[config.mk]
export PLATFORM = sky130hd
export DESIGN_NAME = ssc_ctrl
export DESIGN_NICKNAME = d
export VERILOG_FILES = /design/src/hdl/ssc_pkg.sv /design/src/hdl/ssc_ctrl.sv
export VERILOG_INCLUDE_DIRS = /design/src /design/src/hdl
export SDC_FILE = /design/constraint.sdc
export NUM_CORES = 1
export LEC_CHECK = 0
export BUFFER_PORTS_ARGS = -buffer_cell sky130_fd_sc_hd__buf_2
export CORE_MARGIN = 10
export CORE_UTILIZATION = 58
export CTS_CLUSTER_DIAMETER = 150
export DETAILED_ROUTE_END_ITERATION = 10
export PLACE_DENSITY = 0.85
export SYNTH_ARGS = -nofsm -noshare
export SYNTH_HDL_FRONTEND = slang
export SYNTH_SLANG_ARGS = --single-unit
[constraint.sdc]
create_clock -name clk -period 3.8 [get_ports clk]
set_clock_uncertainty 0.05 [all_clocks]
set_input_delay 0.19 -clock clk [delete_from_list [all_inputs] [get_ports clk]]
set_output_delay 0.19 -clock clk [all_outputs]
set_load 0.02 [all_outputs]
[src/hdl/assert_macros.svh]
// Assertion macros shared by the column store modules.
`ifndef ASSERT_MACROS_SVH
`define ASSERT_MACROS_SVH

// Clocked check, off while reset is held.
`define CHECK_CLK(label, prop, msg) \
	label: assert property (@(posedge clk) disable iff (!arst_n) (prop)) else $error(msg);

// Clocked implication, off while reset is held.
`define CHECK_IMPL(label, pre, post, msg) \
	label: assert property (@(posedge clk) disable iff (!arst_n) (pre) |-> (post)) \
		else $error(msg);

`endif

[src/hdl/ssc_pkg.sv]
// Types, constants and codes of the sparse-set column store.
package ssc_pkg;

	localparam int NUM_COLUMNS = 4;
	localparam int MAX_IDS     = 1024;
	localparam int VALUE_WIDTH = 16;

	localparam int ID_W    = 10;
	localparam int COL_W   = 2;
	localparam int CNT_W   = ID_W + 1;
	localparam int SLOT_W  = COL_W + ID_W;
	localparam int SLOTS   = 1 << SLOT_W;
	localparam int SLICE_W = 16;
	localparam int DATA_W  = 4 * SLICE_W;

	typedef enum logic [1:0] {
		KIND_UPDATE = 2'd0,
		KIND_ERASE  = 2'd1,
		KIND_LOOKUP = 2'd2,
		KIND_SURVEY = 2'd3
	} kind_t;

	typedef enum logic [1:0] {
		ST_OK    = 2'd0,
		ST_MISS  = 2'd1,
		ST_RANGE = 2'd2
	} status_t;

	typedef enum logic [4:0] {
		CMD_NONE,
		CMD_CLEAR,
		CMD_LOAD,
		CMD_SP_RD,
		CMD_SP_RD_GUIDE,
		CMD_UPD_WR,
		CMD_ER_RD_LAST,
		CMD_ER_MOVE,
		CMD_ER_INVAL,
		CMD_LK_RD_VAL,
		CMD_LK_ACC,
		CMD_COL_NEXT,
		CMD_SV_POS,
		CMD_SV_RD_ID,
		CMD_SV_CAND,
		CMD_POS_NEXT,
		CMD_RES_OK,
		CMD_RES_DONE,
		CMD_RES_MISS,
		CMD_RES_RANGE
	} cmd_t;

	typedef enum logic [4:0] {
		S_CLEAR,
		S_IDLE,
		S_DISPATCH,
		S_U_CHK,
		S_U_WR,
		S_U_NEXT,
		S_E_CHK,
		S_E_RD,
		S_E_MV,
		S_E_INV,
		S_E_NEXT,
		S_G_CHK,
		S_G_RD,
		S_G_ACC,
		S_G_NEXT,
		S_S_START,
		S_S_POS,
		S_S_LOOP,
		S_S_CAND,
		S_S_SKIP,
		S_R_OK,
		S_R_DONE,
		S_R_MISS,
		S_R_RANGE
	} state_t;

	typedef struct packed {
		kind_t kind;
		logic  from_start;
		logic  id_ok;
		logic  guide_ok;
		logic  in_mask;
		logic  col_last;
		logic  sp_valid;
		logic  cnt_nonzero;
		logic  pos_lt_lim;
		logic  clear_done;
		logic  out_free;
	} dp_status_t;

endpackage

[src/hdl/ssc_ctrl.sv]
// Controller state machine sequencing the column store datapath.
`include "assert_macros.svh"
module ssc_ctrl import ssc_pkg::*; (
	input  logic       clk,
	input  logic       arst_n,
	input  logic       in_valid,
	output logic       in_stall,
	input  dp_status_t st,
	output cmd_t       cmd
);

	state_t state_q, state_d;

	always_ff @(posedge clk or negedge arst_n) begin
		if (!arst_n) begin
			state_q <= S_CLEAR;
		end else begin
			state_q <= state_d;
		end
	end

	assign in_stall = (state_q != S_IDLE);

	always_comb begin
		state_d = state_q;
		case (state_q)
			S_CLEAR: begin
				if (st.clear_done) state_d = S_IDLE;
			end
			S_IDLE: begin
				if (in_valid) state_d = S_DISPATCH;
			end
			S_DISPATCH: begin
				if (st.kind == KIND_SURVEY) state_d = S_S_START;
				else if (!st.id_ok) state_d = S_R_RANGE;
				else if (st.kind == KIND_UPDATE) state_d = S_U_CHK;
				else if (st.kind == KIND_ERASE) state_d = S_E_CHK;
				else state_d = S_G_CHK;
			end
			S_U_CHK: state_d = st.in_mask ? S_U_WR : S_U_NEXT;
			S_U_WR:  state_d = S_U_NEXT;
			S_U_NEXT: state_d = st.col_last ? S_R_DONE : S_U_CHK;
			S_E_CHK: state_d = st.in_mask ? S_E_RD : S_E_NEXT;
			S_E_RD:  state_d = (st.sp_valid && st.cnt_nonzero) ? S_E_MV : S_E_NEXT;
			S_E_MV:  state_d = S_E_INV;
			S_E_INV: state_d = S_E_NEXT;
			S_E_NEXT: state_d = st.col_last ? S_R_DONE : S_E_CHK;
			S_G_CHK: state_d = st.in_mask ? S_G_RD : S_G_NEXT;
			S_G_RD: begin
				if (st.sp_valid) state_d = S_G_ACC;
				else if (st.kind == KIND_SURVEY) state_d = S_S_SKIP;
				else state_d = S_R_MISS;
			end
			S_G_ACC: state_d = S_G_NEXT;
			S_G_NEXT: state_d = st.col_last ? S_R_OK : S_G_CHK;
			S_S_START: begin
				if (!st.from_start && !st.id_ok) state_d = S_R_RANGE;
				else if (!st.guide_ok) state_d = S_R_MISS;
				else state_d = S_S_POS;
			end
			S_S_POS:  state_d = S_S_LOOP;
			S_S_LOOP: state_d = st.pos_lt_lim ? S_S_CAND : S_R_MISS;
			S_S_CAND: state_d = S_G_CHK;
			S_S_SKIP: state_d = S_S_LOOP;
			S_R_OK, S_R_DONE, S_R_MISS, S_R_RANGE: begin
				if (st.out_free) state_d = S_IDLE;
			end
			default: state_d = S_CLEAR;
		endcase
	end

	always_comb begin
		cmd = CMD_NONE;
		case (state_q)
			S_CLEAR:  cmd = CMD_CLEAR;
			S_IDLE:   cmd = in_valid ? CMD_LOAD : CMD_NONE;
			S_U_CHK, S_E_CHK, S_G_CHK: cmd = st.in_mask ? CMD_SP_RD : CMD_NONE;
			S_U_WR:   cmd = CMD_UPD_WR;
			S_E_RD:   cmd = (st.sp_valid && st.cnt_nonzero) ? CMD_ER_RD_LAST : CMD_NONE;
			S_E_MV:   cmd = CMD_ER_MOVE;
			S_E_INV:  cmd = CMD_ER_INVAL;
			S_U_NEXT, S_E_NEXT, S_G_NEXT: cmd = st.col_last ? CMD_NONE : CMD_COL_NEXT;
			S_G_RD:   cmd = st.sp_valid ? CMD_LK_RD_VAL : CMD_NONE;
			S_G_ACC:  cmd = CMD_LK_ACC;
			S_S_START: begin
				if ((st.from_start || st.id_ok) && st.guide_ok) cmd = CMD_SP_RD_GUIDE;
			end
			S_S_POS:  cmd = CMD_SV_POS;
			S_S_LOOP: cmd = st.pos_lt_lim ? CMD_SV_RD_ID : CMD_NONE;
			S_S_CAND: cmd = CMD_SV_CAND;
			S_S_SKIP: cmd = CMD_POS_NEXT;
			S_R_OK:    cmd = st.out_free ? CMD_RES_OK : CMD_NONE;
			S_R_DONE:  cmd = st.out_free ? CMD_RES_DONE : CMD_NONE;
			S_R_MISS:  cmd = st.out_free ? CMD_RES_MISS : CMD_NONE;
			S_R_RANGE: cmd = st.out_free ? CMD_RES_RANGE : CMD_NONE;
			default:  cmd = CMD_NONE;
		endcase
	end

	`CHECK_IMPL(a_accept_dispatch, in_valid && !in_stall, ##1 state_q == S_DISPATCH, "accept did not dispatch")
	`CHECK_IMPL(a_no_accept_in_clear, !st.clear_done, in_stall, "input taken during clear pass")
	`CHECK_IMPL(a_result_room, cmd == CMD_RES_OK || cmd == CMD_RES_MISS, st.out_free, "result issued onto held word")

endmodule

== After elaboration in Yosys (flattened, before gate mapping) ==
Cells that the tools add are included.
Word-level totals
  bits in registers: 5
  bits of input ports: 15
  output and inout bits: 6
Cells by class
  eq/ne operators: 29
  muxes and demuxes: 32
  reduce and logical (&&, ||, !) cells: 13
Operator list (number)
  one-hot mux 5 bit (20 select lines): 1
  one-hot mux 5 bit (19 select lines): 1
  2-to-1 mux 5 bit: 13
  == test 5 x 4 -> 1 bit, second input constant: 8
  == test 5 bit, second input constant: 8
  2-to-1 mux 4 bit: 6
  == test 5 x 3 -> 1 bit, second input constant: 4
  2-to-1 mux 3 bit: 6
  == test 5 x 2 -> 1 bit, second input constant: 2
  2-to-1 mux 2 bit: 4
  != test 2 bit, second input constant: 3
  OR reduction 3 bit: 2
  == test 5 x 1 -> 1 bit, second input constant: 1
  logical NOT 5 bit: 1
  != test 5 x 1 -> 1 bit, second input constant: 1
  OR reduction 4 bit: 1
  logical AND 1 bit: 3
  AND reduction 3 bit: 1
  == test 2 x 1 -> 1 bit, second input constant: 1
  == test 2 bit, second input constant: 1
  logical NOT 1 bit: 2
  logical NOT 2 bit: 1
  OR reduction 2 bit: 1
  logical OR 1 bit: 1
  2-to-1 mux 1 bit: 1

== Longest topological paths before layout ==
Gate-level depths: netlist of run 1.
  depth in word-level cells: 6
  depth in mapped cells: 7
  depth with buffers taken out: 5

== Least setup slack after synthesis of run 1 ==
OpenSTA, ideal clock, no wires.
  kind: register to output
  start point: register state_q[3]
  end point: output cmd[0]
  arrival time: 1.486 ns
  setup slack: 2.074 ns
  stages on the path, launching flop included: 6
  path buffers: 3
  cell sequence: dfrtp_1 > buf_2 > buf_2 > buf_2 > a21boi_0 > o21ai_0
Between the ends
  word-level cells in the longest chain between the ends: 3
  elaborated cells between the ends (all ways): 26
Ends and longest elaborated chain
  from (decl): RTL line ssc_ctrl.sv:12  | state_t state_q, state_d;
  from (signal assigned): RTL line ssc_ctrl.sv:18  | state_q <= state_d;
  == test 5 x 4 -> 1 bit (tied with other cells): RTL line ssc_ctrl.sv:74  | case (state_q)
  OR reduction 3 bit: RTL line ssc_ctrl.sv:74
  one-hot mux 5 bit (19 select lines) *: RTL line ssc_ctrl.sv:74
  to (decl): RTL line ssc_ctrl.sv:9  | output cmd_t cmd
Every way passes the cells marked *; elsewhere a longest branch is shown, timed or not.

== Final worst setup path of run 1 ==
  start point: register state_q[2]
  end point: output cmd[1]
Same word-level chain as after synthesis.

==> results.yml, run 1 <==
setup_path:
  crit_type: "reg -> out"
  cp-start-kind: "register"
  critPathCaptureType: "output pin"
  worstPathRequired_ps: 3560
  cp_max_fo: 26
  arrival_ps: 2380
run:
  maxCapViolCount: 0
clock_network:
  htree_num_levels: 1
  cts_buffers: 3
  cts_tree: "built"
  clock-root-buffer: "clkbuf_4"
  path_clk_slew_ps: 40
  clock_latency_ps: 250
  post_cts_buffers: 0
  clk_path_buf_depth: 2
  cts.sinks: 5
timing:
  maxSlewHeadroom_pct: 38.48
  slew_viol_final: 0
  fin_crit_sh_pct: 69.03
  rsz0062_at_grt: "no"
  final_hold_viol_count: 0
  max_freq_ghz: 0.3812
  setup_viol: 0
  worst_pin_slew_ps: 922.8
  fin_crit_ps: 2623
  fin_setup_tns_ps: 0
placement:
  port_buffers: 20
  hpwl_um: 2216
  finalWeightedCongestion: 0.9330
  placed_cell_area_um2: 1017
  numPlacedInstances: 169
global_routing:
  use_met3_pct: 3.549
  grt_pass1_wl_um: 4981
  grt_pass1_vias: 1048
  overflow: 0
  antenna_found_initial: 0
  top_usage_layer: "met2"
  grt_use_met1_pct: 23.83
  grt_start_max_net_pins: 32
  grtUsageTotal_pct: 16.76
  grtUsageMet2_pct: 24.60
finish:
  fin_area_um2: 1054
  largest_reg_flops: 5
  area_growth_pct: 8.226
  regMostFlops: "state_q"
  drive_above_1_share_pct: 17.72
  reg_top3: "state_q x5"
  nets: 174
  stdcell_count: 174
  antenna_cells: 0
pwr:
  p_per_area_nw_per_um2: 876.5
  worst_ir_drop_vdd_mv: 0.6921
  cellLeakagePower_uw: 0.0004128
  finalPower_uw: 923.4
logic_synthesis:
  synth_edf_count: 0
  seq_area_frac_synth_pct: 12.85
  synthFlopType: "dfrtp_1"
  synth.most_common_cell: "nand2_1"
  synthTopCellsByCount: "17 x nand2_1, 10 x buf_2, 8 x a21oi_1, 8 x o21ai_0"
  yosysWarnings: 0
  syn_area_um2: 973.4
  synth_top_area_share_pct: 12.85
  synthTopCellsByArea: "dfrtp_1 13%, nand2_1 6.6%, buf_2 5.1%"
  synthCells: 147
  yosys_register_bits: 5
  ys_async_sr_fraction_pct: 100.0
  synth.avg_cell_area_um2: 6.622
  synth.distinct_cells: 50
  yosysTopAreaCell: "dfrtp_1"
  syn_nets: 162
die:
  die_h_um: 60.97
  pin_count: 21
  row_count: 14
  die_area_um2: 3717
  core_um2: 1541
  start_util_pct: 63.15
  dieWidth_um: 60.97
detailed_routing:
  drt-wirelength-per-cell_um: 17.80
  ant_nets: 0
  vias_per_cell: 7.000
  drtIter0Drc: 90
  via_count: 1218
  drc: 0
  wirelength_um: 3097
  drt-pass1-iter-count: 4
min_path:
  hold_path_class: "in -> reg"
run_status:
  status: "finished clean"
worst paths after layout:
kind	from	end	slack, ps	cells past startpoint
min in group asynchronous	arst_n	state_q[3]	260	2
max in group asynchronous	arst_n	state_q[4]	3300	2
min	st[4]	state_q[4]	240	2
max reg2reg	state_q[0]	state_q[0]	1630	5
max	state_q[2]	cmd[1]	1180	6
min reg2reg	state_q[0]	state_q[0]	860	2
per-layer routing:
layer / vias up / routed length [µm] / part of all wire, %
met2: 78 / 1463 / 47
met5: - / 0 / 0
li1: 576 / - / -
met4: 0 / 18 / 0.58
met1: 560 / 1318 / 43
met3: 4 / 297 / 9.6
cell usage in the layout (no fill, tap or decap), drive strengths merged, types with 2 or more instances in the layout:
master	synthesis	layout
buf	12	20
nand2	17	17
o21ai	12	12
a21oi	8	8
inv	8	8
a31oi	7	7
nor2	7	7
nand3	6	6
nor2b	6	6
nor3	6	6
nand2b	5	5
nand4	5	5
dfrtp	5	5
mux2i	4	4
o2111ai	4	4
clkbuf	2	4
or2	3	3
or3	2	2
o211ai	2	2
o22ai	2	2
nor4	2	2
nor3b	2	2
report_power, final:
| part | internal [µW] | switching, µW | leakage [µW] |
|---|---|---|---|
| combinational | 264 | 349 | 0.000337 |
| clock | 39.9 | 24.4 | 0.0000150 |
| sequential | 77.9 | 168 | 0.0000612 |
area by class of cell:
type                    count  area, µm²
clock buffers               4      26.28
fillers                   152      488.0
inverters                   8      30.03
multi-input cells         120      742.0
flip-flops and latches      5      125.1
well taps                  16      20.02
repair buffers             21      110.1
cell families (layout without fill, tap and decap cells):
logic type	count (synthesis)	after routing	synth area share (%)
AOI/OAI and AO/OA	50	50	34.71
xor gates and xnor gates	1	1	0.8999
buffers and inverters	22	33	10.93
DFF	5	5	12.85
muxes	4	4	4.113
and+or+nand+nor	65	65	36.50
metrics by stage:
step	setup slack, ps	utilization (%)	hold WS [ps]
finish	1177	68.34	239.0
global route	1044	68.34	234.5
CTS	1216	68.34	221.2
detailed placement	1495	65.99	-42.00
global placement	1551	65.99	-46.24
floorplan	2074	-	-155.6
critical path: stages (launching register included):
cell and delay (ps):
dfrtp_1 830, nand2b_1 310, o2bb2a_1 360, nor3_1 200
a31oi_1 100, o2111ai_1 120, buf_2 200
what timing repair did:
action,in CTS,in global routing
hold endpoints to repair,5,0
hold buffers,1,0
resized for setup,0,0
No activity file was read; power rests on OpenSTA's default activity.
==> run 2, diff against run 1 <==
CORE_UTILIZATION = 54   (was 58)
PLACE_DENSITY = 0.8   (was 0.85)
clock period = 2.5 ns   (was 3.8 ns; I/O delays follow)
==> results.yml, run 2 (synthesis gave the netlist of run 1 again) <==
pwr:
  pwr-share-comb_pct: 75.4
  switching_share_pct: 57.82
  power.switching_uw: 847.6
  p_per_area_nw_per_um2: 1339
  worst_ir_drop_vdd_mv: 0.7047
  p_seq_share_pct: 18.0
  pwr-share-clk_pct: 6.6
  cellLeakagePower_uw: 0.0004324
  internal-power_uw: 618.2
  finalPower_uw: 1466
setup_path:
  cpMaxStageDelayCell: "dfrtp_1"
  path_depth: 6
  critical-path-max-stage-delay_ps: 650
  crit_family: "compound AO/OA/AOI/OAI gates"
  r2r-start: "state_q[4]"
  critical_path_buf_inv_count: 1
  crit_chain: "and2b_1 -> o2bb2a_1 -> nor3_1 -> a31oi_1 -> o2111ai_1 -> buf_2"
  arrival_ps: 2130
  cp_max_fo: 14
  reg2reg_slack_ps: 450
  endpoint: "cmd[1]"
  r2r_cells: 5
  r2r_end: "state_q[1]"
  crit_start: "state_q[0]"
  cp-start-kind: "register"
  crit_type: "reg -> out"
  worstPathRequired_ps: 2330
  critPathCaptureType: "output pin"
die:
  dieWidth_um: 62.46
  die_h_um: 62.46
  pin_count: 21
  start_util_pct: 56.38
  core_um2: 1727
  die_area_um2: 3901
  row_count: 15
global_routing:
  overflow: 0
  grt_pass1_vias: 1124
  grtUsageTotal_pct: 15.50
  grt_pass1_wl_um: 5216
  grt_start_max_net_pins: 31
  antenna_found_initial: 0
placement:
  finalWeightedCongestion: 0.9253
  hpwl_um: 2377
  pre_cts_ws_ps: 496.6
  port_buffers: 20
timing:
  fin_setup_tns_ps: 0
  slew_viol_final: 0
  maxSlewHeadroom_pct: 42.81
  final_hold_viol_count: 0
  max_freq_ghz: 0.4337
  setup_slack_ps: 194.5
  setup_viol: 0
  rsz0062_at_grt: "no"
  worst_pin_slew_ps: 857.8
  fin_crit_ps: 2306
  fin_crit_sh_pct: 92.22
finish:
  antenna_cells: 0
  final_cell_mix: "20 x buf_2, 17 x nand2_1, 8 x o21ai_0, 8 x a21oi_1"
  drive_above_1_share_pct: 19.75
  regMostFlops: "state_q"
  largest_reg_flops: 5
  n_fill_cell: 173
  reg_top3: "state_q x5"
  nets: 178
  layout_commonest_cell: "buf_2"
  area_growth_pct: 12.47
clock_network:
  cts.sinks: 5
  cts_tree: "built"
  clock-root-buffer: "clkbuf_4"
  path_clk_slew_ps: 50
  clock_latency_ps: 250
  post_cts_buffers: 0
  htree_num_levels: 1
  ctsResizeCount: 0
  clk_path_buf_depth: 2
  hold_buffers: 1
  cts_buffers: 3
detailed_routing:
  ant_nets: 0
  drc: 0
  drtIter0Drc: 58
  drt-pass1-iter-count: 5
  vias_per_cell: 6.449
  via_count: 1206
  wirelength_um: 3202
  drt-wirelength-per-cell_um: 17.12
min_path:
  hold_path_class: "in -> reg"
run_status:
  status: "finished clean"
run:
  maxCapViolCount: 0
[run 2: how the worst min path moves through the flow]
stage | start | to | slack [ps] | cells past startpoint
after detailed placement | arst_n | state_q[2] | -110 | 1
after CTS | st[4] | state_q[4] | 140 | 2
final | st[4] | state_q[4] | 150 | 2
after global routing | st[4] | state_q[4] | 150 | 2
after floorplan | arst_n | state_q[0] | -220 | 0
after global placement | arst_n | state_q[0] | -110 | 1
[run 2: per-stage QoR]
step	instances	hold slack, ps	utilization [%]	instance area, µm²
after floorplan	147	-220.6	-	973.4
after global placement	182	-109.9	61.30	1059
after detailed placement	182	-108.4	61.30	1059
after CTS	187	138.0	63.41	1095
after global routing	187	146.3	63.41	1095
final	187	147.7	63.41	1095
[run 2: cell type report]
cell class                 instances  area (µm²)  share of cell area, %
sequential                         5       125.1                  11.43
inverter                           8       30.03                  2.743
multi-input combinational        120       742.0                  67.77
tap                               25       31.28                  2.857
timing repair buffer              25       140.1                  12.80
clock buffer                       4       26.28                  2.400
[run 2: power groups by stage]
stage	sequential [µW]	clock [µW]	combinational, µW
final	264	97.0	1110
after global routing	271	106	1210
after CTS	259	96.4	1080
after detailed placement	260	0	1070
after global placement	253	0	1050
after floorplan	140	0	951
[run 2: metal layers]
metal	track usage, %	part of all wire, %	vias up
met4	10.06	3.5	0
met1	18.74	40	528
li1	-	-	580
met2	23.97	47	85
met5	0	0	-
met3	3.405	10	13
==> run 3, diff against run 2 <==
SETUP_SLACK_MARGIN = 0.4   (was default)
==> results.yml, run 3 (synthesis gave the netlist of run 1 again) <==
run_status:
  status: "finished clean"
detailed_routing:
  drt-wirelength-per-cell_um: 17.64
  wirelength_um: 3352
  drc: 0
  vias_per_cell: 6.626
  drt-pass1-iter-count: 4
  ant_nets: 0
  drtIter0Drc: 66
  via_count: 1259
die:
  pin_count: 21
  row_count: 15
  core_um2: 1727
  die_h_um: 62.46
  start_util_pct: 56.38
  dieWidth_um: 62.46
  die_area_um2: 3901
clock_network:
  cts.sinks: 5
  cts_tree: "built"
  htree_num_levels: 1
  clock_latency_ps: 250
  clock-root-buffer: "clkbuf_4"
  cts_buffers: 3
  path_clk_slew_ps: 50
  clk_path_buf_depth: 2
setup_path:
  cp-start-kind: "register"
  cp_max_fo: 9
  critPathCaptureType: "output pin"
  crit_chain: "and2b_2 -> o2bb2a_1 -> nor3_2 -> a31oi_1 -> o2111ai_1 -> buf_2"
  cpMaxStageDelayCell: "dfrtp_2"
  arrival_ps: 1890
  crit_type: "reg -> out"
  worstPathRequired_ps: 2330
  critical-path-max-stage-delay_ps: 480
  r2r_cells: 6
global_routing:
  overflow: 0
  grt_pass1_wl_um: 5285
  antenna_found_initial: 0
  grtUsageTotal_pct: 15.75
  grt_start_max_net_pins: 31
  grt_pass1_vias: 1131
finish:
  reg_top3: "state_q x5"
  layout_commonest_cell: "buf_2"
  fin_area_um2: 1136
  final_cell_mix: "20 x buf_2, 17 x nand2_1, 8 x o21ai_0, 8 x a21oi_1"
  nets: 181
  largest_reg_flops: 5
  area_growth_pct: 16.71
  n_fill_cell: 161
  drive_above_1_share_pct: 26.67
  antenna_cells: 0
  regMostFlops: "state_q"
min_path:
  hold_path_class: "in -> reg"
  whs_path_depth: 2
pwr:
  cellLeakagePower_uw: 0.0004453
  p_per_area_nw_per_um2: 1355
  worst_ir_drop_vdd_mv: 0.6672
placement:
  placed_cell_area_um2: 1059
  hpwl_um: 2377
  finalWeightedCongestion: 0.9253
  port_buffers: 20
timing:
  fin_crit_ps: 2064
  final_hold_viol_count: 0
  max_freq_ghz: 0.4845
  slew_viol_final: 0
  worst_pin_slew_ps: 496.9
  setup_viol: 0
  fin_crit_sh_pct: 82.56
  fin_setup_tns_ps: 0
  rsz0062_at_grt: "no"
  maxSlewHeadroom_pct: 66.88
run:
  maxCapViolCount: 0
run 3: cell count changes in the layout (fill, tap and decap cells not counted), moves of 2 or more:
| cell | before | now |
|---|---|---|
| dfrtp_2 | 0 | 4 |
| dfrtp_1 | 5 | 1 |
| buf_4 | 4 | 7 |
| nand2b_2 | 0 | 2 |
| nand2b_1 | 5 | 3 |
run 3: worst paths after layout:
kind | startpoint | end | slack [ps]
max in group asynchronous | arst_n | state_q[4] | 2090
max | state_q[1] | cmd[1] | 440
min reg2reg | state_q[0] | state_q[0] | 690
max reg2reg | state_q[2] | state_q[1] | 620
min in group asynchronous | arst_n | state_q[2] | 170
min | st[4] | state_q[4] | 140
run 3: what timing repair did:
item                       in CTS  in global routing
hold endpoints to repair        5                  0
pin swaps                       0                  0
setup endpoints to repair       4                  3
hold buffers                    1                  0
gates resized for setup         5                  4
buffers inserted                2                  1
run 3: final cells by class:
cell class | count | area, µm² | share of cell area [%]
Timing Repair Buffer | 28 | 162.7 | 14.32
Multi-Input combinational cell | 120 | 755.7 | 66.52
Clock buffer | 4 | 26.28 | 2.313
Sequential cell | 5 | 130.1 | 11.45
Inverter | 8 | 30.03 | 2.643
Tap cell | 25 | 31.28 | 2.753
run 3: layer usage:
layer / GRT usage, % / share of wire, %
met5: 0 / 0
met4: 8.380 / 3.5
met3: 2.688 / 8.9
met2: 25.26 / 47
met1: 19.43 / 41
run 3: critical path: cells and delay by family (launching register included):
kind,cells,cell delay [ps]
buf+inv,1,190
simple gates,2,310
flops,1,480
compound gates,3,660
run 3: metrics by stage:
| stage | hold slack [ps] | cells | total power (µW) | setup WS, ps | utilization, % |
|---|---|---|---|---|---|
| floorplan | -220.6 | 147 | 1091 | 838.9 | - |
| global placement | -109.9 | 182 | 1306 | 611.1 | 61.30 |
| detailed placement | -108.4 | 182 | 1334 | 496.6 | 61.30 |
| CTS | 134.3 | 189 | 1479 | 401.3 | 64.64 |
| global route | 143.7 | 190 | 1653 | 386.5 | 65.80 |
| finish | 141.5 | 190 | 1540 | 435.9 | 65.80 |
run 3: power breakdown:
| group | internal [µW] | switching (µW) | total, µW |
|---|---|---|---|
| clock network | 60.5 | 35.4 | 95.9 |
| logic | 478 | 718 | 1200 |
| registers | 129 | 119 | 248 |
| total | 668 | 872 | 1540 |
